--- config.mk ---
export PLATFORM = sky130hd
export DESIGN_NAME = length_prefixed_frame_parser
export DESIGN_NICKNAME = d
export VERILOG_FILES = /design/src/hw/rtl/lpfp_pkg.sv /design/src/hw/rtl/length_prefixed_frame_parser.sv /design/src/hw/rtl/lpfp_front.sv /design/src/hw/rtl/lpfp_queue.sv /design/src/hw/rtl/lpfp_back.sv
export SDC_FILE = /design/constraint.sdc
export NUM_CORES = 1
export LEC_CHECK = 0
export ABC_CLOCK_PERIOD_IN_PS = 4500
export BUFFER_PORTS_ARGS = -buffer_cell sky130_fd_sc_hd__buf_4
export CAP_MARGIN = 20
export CORE_ASPECT_RATIO = 1.2
export CORE_MARGIN = 2
export CORE_UTILIZATION = 60
export DETAILED_ROUTE_END_ITERATION = 8
export PLACE_DENSITY = 0.9
export SYNTH_ARGS = -nofsm -noshare
export SYNTH_HDL_FRONTEND = slang
export SYNTH_SLANG_ARGS = --single-unit
--- constraint.sdc ---
create_clock -name clk -period 4.5 [get_ports clk]
set_input_delay 0.45 -clock clk [delete_from_list [all_inputs] [get_ports clk]]
set_output_delay 0.45 -clock clk [all_outputs]
set_load 0.02 [all_outputs]
--- src/hw/rtl/lpfp_pkg.sv ---
// Shared types and constants for the length-prefixed frame parser.
// No dependencies; imported by every module of the block.
`timescale 1ns / 1ps
`default_nettype none

package lpfp_pkg;

    localparam logic [7:0]  DELIM_RESET    = 8'd36;
    localparam logic [15:0] FRAME_OVERHEAD = 16'd7;

    // Queue between front and back; depth must be a power of two
    localparam int QUEUE_DEPTH = 2;
    localparam int QPTR_W      = $clog2(QUEUE_DEPTH);

    typedef enum logic [2:0]
    {
        PH_HUNT = 3'd0,
        PH_LEN  = 3'd1,
        PH_TYPE = 3'd2,
        PH_BODY = 3'd3,
        PH_CRC  = 3'd4,
        PH_END  = 3'd5
    } phase_t;

    typedef enum logic [1:0]
    {
        EV_NONE   = 2'd0,
        EV_BODY   = 2'd1,
        EV_ACCEPT = 2'd2,
        EV_DROP   = 2'd3
    } event_t;

    typedef enum logic
    {
        OP_DATA       = 1'b0,
        OP_LINE_ERROR = 1'b1
    } op_t;

    typedef struct packed
    {
        logic [15:0] frame_crc;
        logic [15:0] frame_length;
        logic [7:0]  message_type;
        logic [15:0] body_index;
        logic [7:0]  body_byte;
        event_t      event_res;
    } result_t;

endpackage

`default_nettype wire

--- src/hw/rtl/length_prefixed_frame_parser.sv ---
// Top level of the length-prefixed frame parser: front end, result queue, output stage.
// Depends on lpfp_pkg, lpfp_front, lpfp_queue, lpfp_back.
`timescale 1ns / 1ps
`default_nettype none

//  channel   dir  handshake          payload
//  s_axis    in   s_tvalid/s_tready  s_tuser = operation, s_tdata = rx_byte
//  m_axis    out  m_tvalid/m_tready  m_tuser = event_res, m_tdata = result fields
//  cfg       in   cfg_wr_en          cfg_wr_data = delimiter_char
//
//  One byte is accepted per cycle while s_tready is high and gives exactly one result.
//  The result of an accepted byte is written into the two-entry queue, then loaded
//  into the output register that drives m_tvalid.
//  s_tready drops only while the queue is full behind a stalled output.
//  Reset returns the parser to hunting for the start delimiter, '$' by default.

module length_prefixed_frame_parser
(
    input  wire logic        clk,
    input  wire logic        rst_n,
    input  wire logic        s_tvalid,
    output logic             s_tready,
    input  wire logic [7:0]  s_tdata,   // [7:0] rx_byte
    input  wire logic        s_tuser,   // [0] operation
    output logic             m_tvalid,
    input  wire logic        m_tready,
    output logic [63:0]      m_tdata,   // [7:0] body_byte, [23:8] body_index,
                                        // [31:24] message_type, [47:32] frame_length,
                                        // [63:48] frame_crc
    output logic [1:0]       m_tuser,   // [1:0] event_res
    input  wire logic        cfg_wr_en,
    input  wire logic [7:0]  cfg_wr_data
);
    import lpfp_pkg::*;

    result_t front_res;
    result_t q_data;
    result_t out_data;
    logic    q_full;
    logic    q_not_empty;
    logic    q_pop;
    logic    in_take;

    assign s_tready = !q_full;
    assign in_take  = s_tvalid && s_tready;

    lpfp_front u_front
    (
        .clk         (clk),
        .rst_n       (rst_n),
        .cfg_wr_en   (cfg_wr_en),
        .cfg_wr_data (cfg_wr_data),
        .in_take     (in_take),
        .in_op       (s_tuser),
        .in_byte     (s_tdata),
        .res         (front_res)
    );

    lpfp_queue u_queue
    (
        .clk       (clk),
        .rst_n     (rst_n),
        .push      (in_take),
        .push_data (front_res),
        .full      (q_full),
        .pop       (q_pop),
        .not_empty (q_not_empty),
        .pop_data  (q_data)
    );

    lpfp_back u_back
    (
        .clk         (clk),
        .rst_n       (rst_n),
        .q_not_empty (q_not_empty),
        .q_data      (q_data),
        .q_pop       (q_pop),
        .out_valid   (m_tvalid),
        .out_ready   (m_tready),
        .out_data    (out_data)
    );

    assign m_tuser = out_data.event_res;
    assign m_tdata = {out_data.frame_crc, out_data.frame_length, out_data.message_type,
                      out_data.body_index, out_data.body_byte};

endmodule

`default_nettype wire

--- src/hw/rtl/lpfp_front.sv ---
// Front end: accepts received bytes, tracks the frame phase, builds one result per byte.
// Depends on lpfp_pkg.
`timescale 1ns / 1ps
`default_nettype none

module lpfp_front
(
    input  wire logic              clk,
    input  wire logic              rst_n,
    input  wire logic              cfg_wr_en,
    input  wire logic [7:0]        cfg_wr_data,
    input  wire logic              in_take,
    input  wire logic              in_op,
    input  wire logic [7:0]        in_byte,
    output lpfp_pkg::result_t      res
);
    import lpfp_pkg::*;

    logic [7:0]  delim_reg;
    phase_t      phase_reg, phase_next;
    logic        len_hi_reg, len_hi_next;
    logic [15:0] length_reg, length_next;
    logic [15:0] count_reg, count_next;
    logic        crc_hi_reg, crc_hi_next;
    logic [15:0] crc_reg, crc_next;
    logic [7:0]  type_reg, type_next;

    logic [15:0] body_len;
    logic [15:0] count_inc;
    event_t      ev;

    assign body_len  = (length_reg >= FRAME_OVERHEAD) ? (length_reg - FRAME_OVERHEAD) : 16'd0;
    assign count_inc = count_reg + 16'd1;

    always_ff @(posedge clk or negedge rst_n)
    begin
        if (!rst_n)
        begin
            delim_reg  <= DELIM_RESET;
            phase_reg  <= PH_HUNT;
            len_hi_reg <= 1'b0;
            length_reg <= 16'd0;
            count_reg  <= 16'd0;
            crc_hi_reg <= 1'b0;
            crc_reg    <= 16'd0;
            type_reg   <= 8'd0;
        end
        else
        begin
            if (cfg_wr_en)
            begin
                delim_reg <= cfg_wr_data;
            end
            if (in_take)
            begin
                phase_reg  <= phase_next;
                len_hi_reg <= len_hi_next;
                length_reg <= length_next;
                count_reg  <= count_next;
                crc_hi_reg <= crc_hi_next;
                crc_reg    <= crc_next;
                type_reg   <= type_next;
            end
        end
    end

    always_comb
    begin
        phase_next  = phase_reg;
        len_hi_next = len_hi_reg;
        length_next = length_reg;
        count_next  = count_reg;
        crc_hi_next = crc_hi_reg;
        crc_next    = crc_reg;
        type_next   = type_reg;
        ev          = EV_NONE;
        res         = '0;

        if (in_op == OP_LINE_ERROR)
        begin
            // restart the hunt, keep captured fields
            phase_next  = PH_HUNT;
            len_hi_next = 1'b0;
            count_next  = 16'd0;
            crc_hi_next = 1'b0;
        end
        else
        begin
            case (phase_reg)
                PH_LEN:
                begin
                    if (!len_hi_reg)
                    begin
                        length_next = {8'd0, in_byte};
                        len_hi_next = 1'b1;
                    end
                    else
                    begin
                        length_next = {in_byte, length_reg[7:0]};
                        len_hi_next = 1'b0;
                        phase_next  = PH_TYPE;
                    end
                end
                PH_TYPE:
                begin
                    type_next  = in_byte;
                    phase_next = (body_len != 16'd0) ? PH_BODY : PH_CRC;
                end
                PH_BODY:
                begin
                    ev               = EV_BODY;
                    res.body_byte    = in_byte;
                    res.body_index   = count_reg;
                    count_next       = count_inc;
                    if (count_inc == body_len)
                    begin
                        phase_next = PH_CRC;
                    end
                end
                PH_CRC:
                begin
                    if (!crc_hi_reg)
                    begin
                        crc_next    = {8'd0, in_byte};
                        crc_hi_next = 1'b1;
                    end
                    else
                    begin
                        crc_next    = {in_byte, crc_reg[7:0]};
                        crc_hi_next = 1'b0;
                        phase_next  = PH_END;
                    end
                end
                PH_END:
                begin
                    phase_next  = PH_HUNT;
                    len_hi_next = 1'b0;
                    count_next  = 16'd0;
                    crc_hi_next = 1'b0;
                    ev          = (in_byte == delim_reg) ? EV_ACCEPT : EV_DROP;
                end
                default:
                begin
                    // hunt, and any unused phase code
                    if (in_byte == delim_reg)
                    begin
                        phase_next = PH_LEN;
                    end
                end
            endcase
        end

        res.event_res = ev;
        if (ev != EV_NONE)
        begin
            res.message_type = type_reg;
            res.frame_length = length_reg;
        end
        if (ev == EV_ACCEPT || ev == EV_DROP)
        begin
            res.frame_crc = crc_reg;
        end
    end

endmodule

`default_nettype wire

--- src/hw/rtl/lpfp_queue.sv ---
// Short result queue between the parser front end and the output stage.
// Depends on lpfp_pkg.
`timescale 1ns / 1ps
`default_nettype none

module lpfp_queue
(
    input  wire logic              clk,
    input  wire logic              rst_n,
    input  wire logic              push,
    input  wire lpfp_pkg::result_t push_data,
    output logic                   full,
    input  wire logic              pop,
    output logic                   not_empty,
    output lpfp_pkg::result_t      pop_data
);
    import lpfp_pkg::*;

    result_t             mem_reg [QUEUE_DEPTH];
    logic [QPTR_W-1:0]   wr_ptr_reg, wr_ptr_next;
    logic [QPTR_W-1:0]   rd_ptr_reg, rd_ptr_next;
    logic [QPTR_W:0]     count_reg, count_next;

    assign full      = (count_reg == (QPTR_W + 1)'(QUEUE_DEPTH));
    assign not_empty = (count_reg != '0);
    assign pop_data  = mem_reg[rd_ptr_reg];

    always_comb
    begin
        wr_ptr_next = push ? wr_ptr_reg + 1'b1 : wr_ptr_reg;
        rd_ptr_next = pop  ? rd_ptr_reg + 1'b1 : rd_ptr_reg;
        count_next  = count_reg;
        if (push && !pop)
        begin
            count_next = count_reg + 1'b1;
        end
        else if (pop && !push)
        begin
            count_next = count_reg - 1'b1;
        end
    end

    always_ff @(posedge clk or negedge rst_n)
    begin
        if (!rst_n)
        begin
            wr_ptr_reg <= '0;
            rd_ptr_reg <= '0;
            count_reg  <= '0;
        end
        else
        begin
            wr_ptr_reg <= wr_ptr_next;
            rd_ptr_reg <= rd_ptr_next;
            count_reg  <= count_next;
        end
    end

    always_ff @(posedge clk)
    begin
        if (push)
        begin
            mem_reg[wr_ptr_reg] <= push_data;
        end
    end

endmodule

`default_nettype wire

--- src/hw/rtl/lpfp_back.sv ---
// Output stage: drains the result queue into a registered stream master.
// Depends on lpfp_pkg.
`timescale 1ns / 1ps
`default_nettype none

module lpfp_back
(
    input  wire logic              clk,
    input  wire logic              rst_n,
    input  wire logic              q_not_empty,
    input  wire lpfp_pkg::result_t q_data,
    output logic                   q_pop,
    output logic                   out_valid,
    input  wire logic              out_ready,
    output lpfp_pkg::result_t      out_data
);
    import lpfp_pkg::*;

    logic    valid_reg, valid_next;
    result_t data_reg;

    // advance whenever the queue holds a result and the output register is empty or being taken
    assign q_pop      = q_not_empty && (!valid_reg || out_ready);
    assign valid_next = q_pop || (valid_reg && !out_ready);
    assign out_valid  = valid_reg;
    assign out_data   = data_reg;

    always_ff @(posedge clk or negedge rst_n)
    begin
        if (!rst_n)
        begin
            valid_reg <= 1'b0;
        end
        else
        begin
            valid_reg <= valid_next;
        end
    end

    always_ff @(posedge clk)
    begin
        if (q_pop)
        begin
            data_reg <= q_data;
        end
    end

endmodule

`default_nettype wire
Word-level counts from Yosys, hierarchy flattened:

Memories as Yosys holds them, arrays and structs flattened. A register that Yosys moved wholly into a read port is not among the register bits.
Index checks and enable logic that the tools add are counted.

* flip-flop bits (word level): 74
* RAM bits: 132
* output and inout bits: 68
* word-level logic and storage cells: 97
* memories: 1

Memories
* u_queue.mem_reg: words 2, width 66, rd ports 1, clocked after memory_dff 1, wr ports 1, RTL line lpfp_queue.sv:19 `result_t mem_reg [QUEUE_DEPTH];`

* add/sub/neg operators: 6
* $lt $le $gt $ge: 1
* equality and inequality tests: 13
* muxes and demuxes: 29
* bitwise gates (word level): 3
* reductions and logical operators: 30

Operator list (number)
* 2-to-1 mux 16 bit: 5
* 2-to-1 mux 24 bit: 3
* case mux 16 bit (2 select lines): 1
* 2-to-1 mux 3 bit: 6
* adder 16 x 1 -> 16 bit, second input constant: 1
* == test 16 bit: 1
* greater-or-equal comparator 16 x 3 -> 1 bit, second input constant: 1
* nonzero test 16 bit: 1
* subtractor 16 x 3 -> 16 bit, second input constant: 1
* case mux 3 bit (5 select lines): 1
* inequality test 3 x 2 -> 1 bit, second input constant: 3
* AND reduction 3 bit: 3
* nonzero test 3 bit: 3
* == test 8 bit: 1
* AND reduction 4 bit: 2
* 2-to-1 mux 1 bit: 7
* nonzero test 7 bit: 1
* == test 2 bit, second input constant: 3
* == test 3 x 2 -> 1 bit, second input constant: 2
* == test 3 bit, second input constant: 2
* 2-to-1 mux 2 bit: 3
* AND reduction 2 bit: 3
* nonzero test 2 bit: 3
* logical AND 1 bit: 5
* other kinds (10): 20

Logic depth before layout (Yosys ltp):

Gate-level depths: netlist (run 1).

* depth after elaboration: 7
* depth in mapped cells: 11
* gate-level depth less buffers: 9

By module:

From an unflattened synthesis (run 1), not the netlist that was laid out.

* cells, all modules: 829
* area, all modules: 11803.8 µm²

By module, submodules not included
* lpfp_queue: instances 1, cells an instance 221, area each 5064.9 µm²
* lpfp_front: instances 1, cells an instance 536, area each 4703.3 µm²
* lpfp_back: instances 1, cells an instance 70, area each 2025.7 µm²
* length_prefixed_frame_parser: instances 1, cells an instance 2, area each 10.0 µm²

Worst setup path before layout (run 1):

No wires, ideal clock.

* path type: reg-to-reg
* start point: register u_queue.count_reg[0]
* end point: memory u_queue.mem_reg[0][0] in the netlist's numbering (enable)
* data arrival time: 3695 ps
* data required time: 4009 ps
* path slack: 314 ps
* cell stages (with the launch flop): 4
* path buffers: 0
* period minus slack after synthesis: 4186 ps
* cell sequence: dfrtp_1 -> nand2b_1 -> nand2_1 -> nor2_1

* cells in the longest elaborated chain, start to end: 5

RTL lines
* start: declaration: RTL line lpfp_queue.sv:22 `logic [QPTR_W:0] count_reg, count_next;`
* start signal: assignment: RTL line lpfp_queue.sv:55 `count_reg <= count_next;`
* == test 2 bit: RTL line lpfp_queue.sv:24 `assign full = (count_reg == (QPTR_W + 1)'(QUEUE_DEPTH));`
* logical NOT 1 bit: RTL line length_prefixed_frame_parser.sv:44 `assign s_tready = !q_full;`
* named net s_tready: RTL line length_prefixed_frame_parser.sv:22 `output logic s_tready,`
* logical AND 1 bit: RTL line length_prefixed_frame_parser.sv:45 `assign in_take = s_tvalid && s_tready;`
* 2-to-1 mux 1 bit: RTL line lpfp_queue.sv:61 `if (push)`
* 2-to-1 mux 1 bit (not written as such): RTL line lpfp_queue.sv:63 `mem_reg[wr_ptr_reg] <= push_data;`
* end: declaration: RTL line lpfp_queue.sv:19

The timed path passes the listed nets, and every way through them passes these cells.

Final worst setup path (run 1):

* start point: register u_front.length_reg[0]
* end point: register u_front.phase_reg[2]

* cells in the longest elaborated chain, start to end: 6
* elaborated cells on any way between the ends: 10

RTL lines
* start: declaration: RTL line lpfp_front.sv:22 `logic [15:0] length_reg, length_next;`
* start signal: assignment: RTL line lpfp_front.sv:58 `length_reg <= length_next;`
* subtractor 16 x 3 -> 16 bit / greater-or-equal comparator 16 x 3 -> 1 bit (equally long branches): RTL line lpfp_front.sv:32 `assign body_len = (length_reg >= FRAME_OVERHEAD) ? (length_reg - FRAME_OVERHEAD) : 16'd0;`
* 2-to-1 mux 16 bit (*): RTL line lpfp_front.sv:32
* nonzero test 16 bit: RTL line lpfp_front.sv:107 `phase_next = (body_len != 16'd0) ? PH_BODY : PH_CRC;`
* 2-to-1 mux 3 bit: RTL line lpfp_front.sv:107
* case mux 3 bit (5 select lines): RTL line lpfp_front.sv:89 `case (phase_reg)`
* 2-to-1 mux 3 bit: RTL line lpfp_front.sv:79 `if (in_op == OP_LINE_ERROR)`
* end signal: assignment: RTL line lpfp_front.sv:56 `phase_reg <= phase_next;`
* end: declaration: RTL line lpfp_front.sv:20 `phase_t phase_reg, phase_next;`

Every way passes the cells marked *; elsewhere a longest branch is shown, timed or not.
A chain may end at the register's enable or synchronous reset.

==> results of run 1 <==
worst max-delay path: cells and delay by family (launching register included):
family	cells	cell delay, ns
and+or+nand+nor	3	0.82
DFF	1	0.48
AOI/OAI and AO/OA	5	1.66
adders and majority gates	1	0.40
worst min-delay path by stage:
| stage | endpoint | slack [ns] |
|---|---|---|
| floorplan | u_back.out_valid$_DFF_PN0_ | 0.15 |
| global placement | u_front.crc_reg[12]$_DFFE_PN0P_ | 0.45 |
| detailed placement | u_front.crc_reg[15]$_DFFE_PN0P_ | 0.46 |
| CTS | u_front.count_reg[8]$_DFFE_PN0P_ | 0.11 |
| global route | u_front.delim_reg[6]$_DFFE_PN0P_ | 0.14 |
| finish | u_back.out_valid$_DFF_PN0_ | 0.09 |
cells by family after synthesis:
kind of cell             synth area share (%)
AO/OA/AOI/OAI                            5.72
multiplexers                             9.96
adder cells (fa/ha/maj)                 0.326
flip-flops                               67.8
buffers and inverters                    1.81
XOR/XNOR                                 3.12
AND/OR/NAND/NOR                          11.3
per-stage QoR:
step	utilization, %	total power, uW	hold slack (ns)
floorplan	-	6080	0.154
global placement	65.7	6920	0.454
detailed placement	65.7	7040	0.462
CTS	70.0	9150	0.114
global route	70.1	9570	0.142
finish	70.1	9150	0.0869
area by class of cell:
type,instances,area [um2]
Clock buffer,42,751
Clock inverter,6,63.8
Fill cell,1246,5630
Inverter,8,30.0
Multi-Input combinational cell,496,3510
Sequential cell,272,7800
Tap cell,256,320
Timing Repair Buffer,97,748
where the power goes:
part / internal, uW / switching [uW]
Clock: 1200 / 892
Sequential: 3680 / 551
Combinational: 1230 / 1600
Yosys cell counts (all sizes together), types with 3 or more instances:
library cell  instances
o21ai                50
xor2                 13
o311ai                3
inv                   7
dfrtp                72
and3                  6
nand4                11
edfxtp              198
nor2                 31
and4                  3
o31ai                 5
clkbuf               32
buf                  10
nor2b                24
ha                    3
nor4                  8
a211o                 4
or4                   3
o211ai                3
nand2                64
or3                  11
and2                 41
a21oi                11
nor3                 13
mux2                100
nand3                19
a31oi                 9
nor4b                 3
nand2b                3
xnor2                28
layer usage:
layer,share of wire (%),global-route usage [%],up-vias
li1,-,-,3206
met1,41,31.3,3487
met2,51,40.2,269
met3,5.4,2.91,42
met4,2.1,6.28,0
met5,0,0,-
cell usage in the layout (no fill, tap or decap), drive strengths merged, types with 11 or more instances in the layout:
cell type / n
xor2: 13
o21ai: 50
and2: 41
nand3: 19
clkbuf: 42
dfrtp: 72
nand4: 11
xnor2: 28
nand2: 64
buf: 97
nor2: 31
a21oi: 11
nor3: 13
or3: 11
edfxtp: 198
mux2: 100
nor2b: 24
==> results.cfg, run 1 <==
[min_path]
worstHoldPathType = primary input to asynchronous set/reset pin

[route]
ant_nets = 0
drtIter0Drc = 692
wirelength_um = 23400
vias = 7004
vias_per_cell = 5.95
route.detailed.drc = 0
dr.pass1.iters = 5
drt-wirelength-per-cell_um = 19.9

[clocking]
cts.sinks = 272
numCtsBuffers = 26
clk_pin_slew_ns = 0.07
clk_latency_ns = 0.53
cts_hold_buf = 0
cts_tree = yes
ctsLongestPathBuffers = 3
cts_root_buf = clkbuf_16
cts_setup_buffers = 0
cts_resized = 0
cts.htree.levels = 1

[setup_path]
end_kind = register
crit_slowest_cell = and4_1
reg2reg_from = u_front.length_reg[0]$_DFFE_PN0P_
path_cells = ha_1 -> a2111oi_2 -> and4_1 -> nor4_1 -> o211ai_1 -> nand3_1 -> a2111oi_2 -> a21oi_1 -> o32ai_1
r2r.worst_path.cells = 9
cp_data_required_time_ns = 4.92
reg2reg_to = u_front.phase_reg[2]$_DFFE_PN0P_
crit_top_cell = a2111oi_2
cp-start-kind = register
crit_start = u_front.length_reg[0]$_DFFE_PN0P_
arrival_ns = 3.89
regToRegSetupSlack_ns = 1.03
endpoint = u_front.phase_reg[2]$_DFFE_PN0P_
path_class = register to register
crit_path_max_fanout = 15
critPathMaxStageDelay_ns = 0.58

[timing]
fin_worst_skew_ns = 0.00849
max_freq_ghz = 0.288
setup_viol = 0
rsz0062_at_grt = no
period_minus_slack_ns = 3.47
final_max_slew_viol_count = 0
fin_crit_sh_pct = 77.0
worst_slack_ns = 1.03
worstMarginPinSlew_ns = 1.10
slew_headroom_pct = 26.1
final.setup.tns_ns = 0
hold_viol = 0

[floorplan]
die_area_mm2 = 0.0203
ios = 90
dieHeight_um = 156
rows = 55
start_util_pct = 61.0
core_area_mm2 = 0.0189
die_width_um = 130

[finish]
syn2layout_area_growth_pct = 14.9
drive_above_1_share_pct = 26.6
instances_no_fill = 1177
final_area_mm2 = 0.0132
fin_nets = 926
largest_register_ffs = 132
diodes = 0

[global_route]
antenna_found_initial = 0
grt_pass1_vias = 6893
gr-total-overflow = 0
grt_use_total_pct = 23.2
grt_pass1_wl_um = 36400
grt_max_degree = 75

[place]
place.gp.congestion = 0.867
io_buffers = 89
pre_cts_ws_ns = 1.11
dp.cells = 1128
place_area_mm2 = 0.0124
dp_hpwl_um = 14500

[synthesis]
syn_nets = 843
synth_ff_type = edfxtp_1
synth_edf_count = 198
synth_area_leaders = edfxtp_1 52%, dfrtp_1 16%, mux2_2 9.8%, and2_1 2.2%, xnor2_1 2.1%
synth.largest_area_cell = edfxtp_1
synth.distinct_cells = 55
synth.cell_area_mm2 = 0.0115
syn_avg_cell_area_um2 = 14.1
postSynthCellCount = 818
ys_warn_count = 0
async_flop_share_pct = 27.2
yosysTopAreaCellShare_pct = 51.7
ys_ff_latch = 272
synth-seq-area-share_pct = 67.8

[pwr]
leakagePower_uw = 0.00494
irDropWorstVdd_uv = 525
powerDensity_mw_per_mm2 = 692

[run]
maxCapViolations = 0

[run_status]
status = finished clean
(Power assumes the default switching activity.)
==> run 2: changes to the inputs <==
Settings changed: ABC_CLOCK_PERIOD_IN_PS 4500 to 2900, CORE_UTILIZATION 60 to 54, PLACE_DENSITY 0.9 to 0.86.
Clock period 4.5 ns to 2.9 ns, I/O delays scaled along.
==> results.cfg, run 2 (synthesized netlist as in run 1, its figures left out) <==
[route]
drtIter0Drc = 461
vias = 7066
dr.pass1.iters = 5
ant_nets = 0
wirelength_um = 23700
route.detailed.drc = 0
vias_per_cell = 5.68
drt-wirelength-per-cell_um = 19.0

[setup_path]
cp-start-kind = register
path_class = register to register
arrival_ns = 3.21
crit_path_max_fanout = 4
end_kind = register
cp_data_required_time_ns = 3.31

[timing]
setup_viol = 0
max_freq_ghz = 0.357
worst_slack_ns = 0.0966
worstMarginPinSlew_ns = 1.08
slew_headroom_pct = 27.5
fin_crit_sh_pct = 96.7
hold_viol = 0
period_minus_slack_ns = 2.80
final_max_slew_viol_count = 0
fin_worst_skew_ns = 0.0281

[run_status]
status = finished clean

[clocking]
numCtsBuffers = 26
cts.htree.levels = 1
cts_root_buf = clkbuf_16
clk_pin_slew_ns = 0.06
ctsLongestPathBuffers = 3
cts_tree = yes
clk_latency_ns = 0.54
cts.sinks = 272

[place]
dp_hpwl_um = 14800
pre_cts_ws_ns = 0.0518
place_area_mm2 = 0.0128
place.gp.congestion = 0.870
io_buffers = 89

[floorplan]
dieHeight_um = 164
ios = 90
die_width_um = 137
start_util_pct = 54.9
die_area_mm2 = 0.0225
rows = 58
core_area_mm2 = 0.0210

[pwr]
leakagePower_uw = 0.00527
powerDensity_mw_per_mm2 = 1080
irDropWorstVdd_uv = 587

[global_route]
gr-total-overflow = 0
grt_use_total_pct = 21.4
grt_pass1_vias = 7066
grt_max_degree = 75
antenna_found_initial = 0
grt_pass1_wl_um = 37300

[finish]
final_area_mm2 = 0.0139
syn2layout_area_growth_pct = 20.8
fin_nets = 978
layout_common_cells = 198 x edfxtp_1, 136 x buf_4, 100 x mux2_2, 71 x dfrtp_1, 64 x nand2_1
mostFrequentLayoutCell = edfxtp_1
diodes = 0
largest_register_ffs = 132
drive_above_1_share_pct = 31.9

[run]
maxCapViolations = 0

[min_path]
worstHoldPathType = primary input to register
## run 2: cell types whose count changed in the layout (fill, tap and decap cells not counted), moves of 3 or more
cell           delta
nor4_1            -3
buf_12            +4
bufinv_16         +3
clkbuf_1         -11
clkinvlp_4        +4
nor4_2            +3
dlygate4sd3_1     +9
buf_4            +40
## run 2: layout make-up
class,count,area (um2)
well taps,270,338
clock inverters,16,224
inverters,8,30.0
clock buffers,32,723
multi-input cells,496,3590
flip-flops and latches,272,7800
fillers,1405,7080
repair buffers,149,1190
## run 2: critical path, stage by stage (launching register included)
cell	delay, ns
dfrtp_1	0.39
ha_2	0.21
a2111oi_2	0.35
buf_4	0.18
nand2_1	0.06
xor2_1	0.16
or3_1	0.36
a21o_1	0.21
a2111oi_4	0.34
a21oi_1	0.14
a211o_1	0.26
## run 2: worst paths after layout
| path | from | cells after the start | slack [ns] | end |
|---|---|---|---|---|
| worst min-delay path | m_tready | 3 | 0.03 | u_back.out_valid$_DFF_PN0_ |
| worst min register to register | u_front.crc_reg[11]$_DFFE_PN0P_ | 2 | 0.48 | u_front.crc_reg[11]$_DFFE_PN0P_ |
| max in group asynchronous | rst_n | 2 | 1.74 | u_queue.rd_ptr_reg$_DFFE_PN0P_ |
| worst max register to register | u_front.length_reg[0]$_DFFE_PN0P_ | 10 | 0.1 | u_front.phase_reg[0]$_DFFE_PN0P_ |
| worst max-delay path | u_front.length_reg[0]$_DFFE_PN0P_ | 10 | 0.1 | u_front.phase_reg[0]$_DFFE_PN0P_ |
| min in group asynchronous | rst_n | 2 | 0.45 | u_front.length_reg[2]$_DFFE_PN0P_ |
## run 2: timing repair
item / in CTS / in global routing
hold endpoints to repair: 80 / 0
hold buffers: 9 / 0
endpoints found under the setup margin: 0 / 3
resized for setup: 0 / 18
setup buffers: 0 / 3
## run 2: power by group
group          internal [uW]  total, uW  switching [uW]
combinational           2230       5100            2860
sequential              5710       6330             616
clock                   2150       3620            1470
## run 2: through the flow
step / cells / utilization, % / setup TNS [ns] / hold slack [ns] / power, uW
final: 1243 / 66.3 / 0 / 0.0310 / 15000
after detailed placement: 1183 / 60.8 / 0 / 0.462 / 11300
after CTS: 1240 / 65.8 / 0 / 0.0104 / 15000
after global placement: 1183 / 60.8 / 0 / 0.455 / 11100
after floorplan: 818 / - / 0 / -0.00559 / 9430
after global routing: 1243 / 66.3 / -0.00436 / 0.0368 / 15700
## run 2: metal layers
layer	vias up	wire (um)	GRT usage (%)
met5	-	0	0
met4	0	691	7.78
met3	55	1220	2.75
met2	229	12200	36.9
met1	3489	9580	27.8
li1	3293	-	-
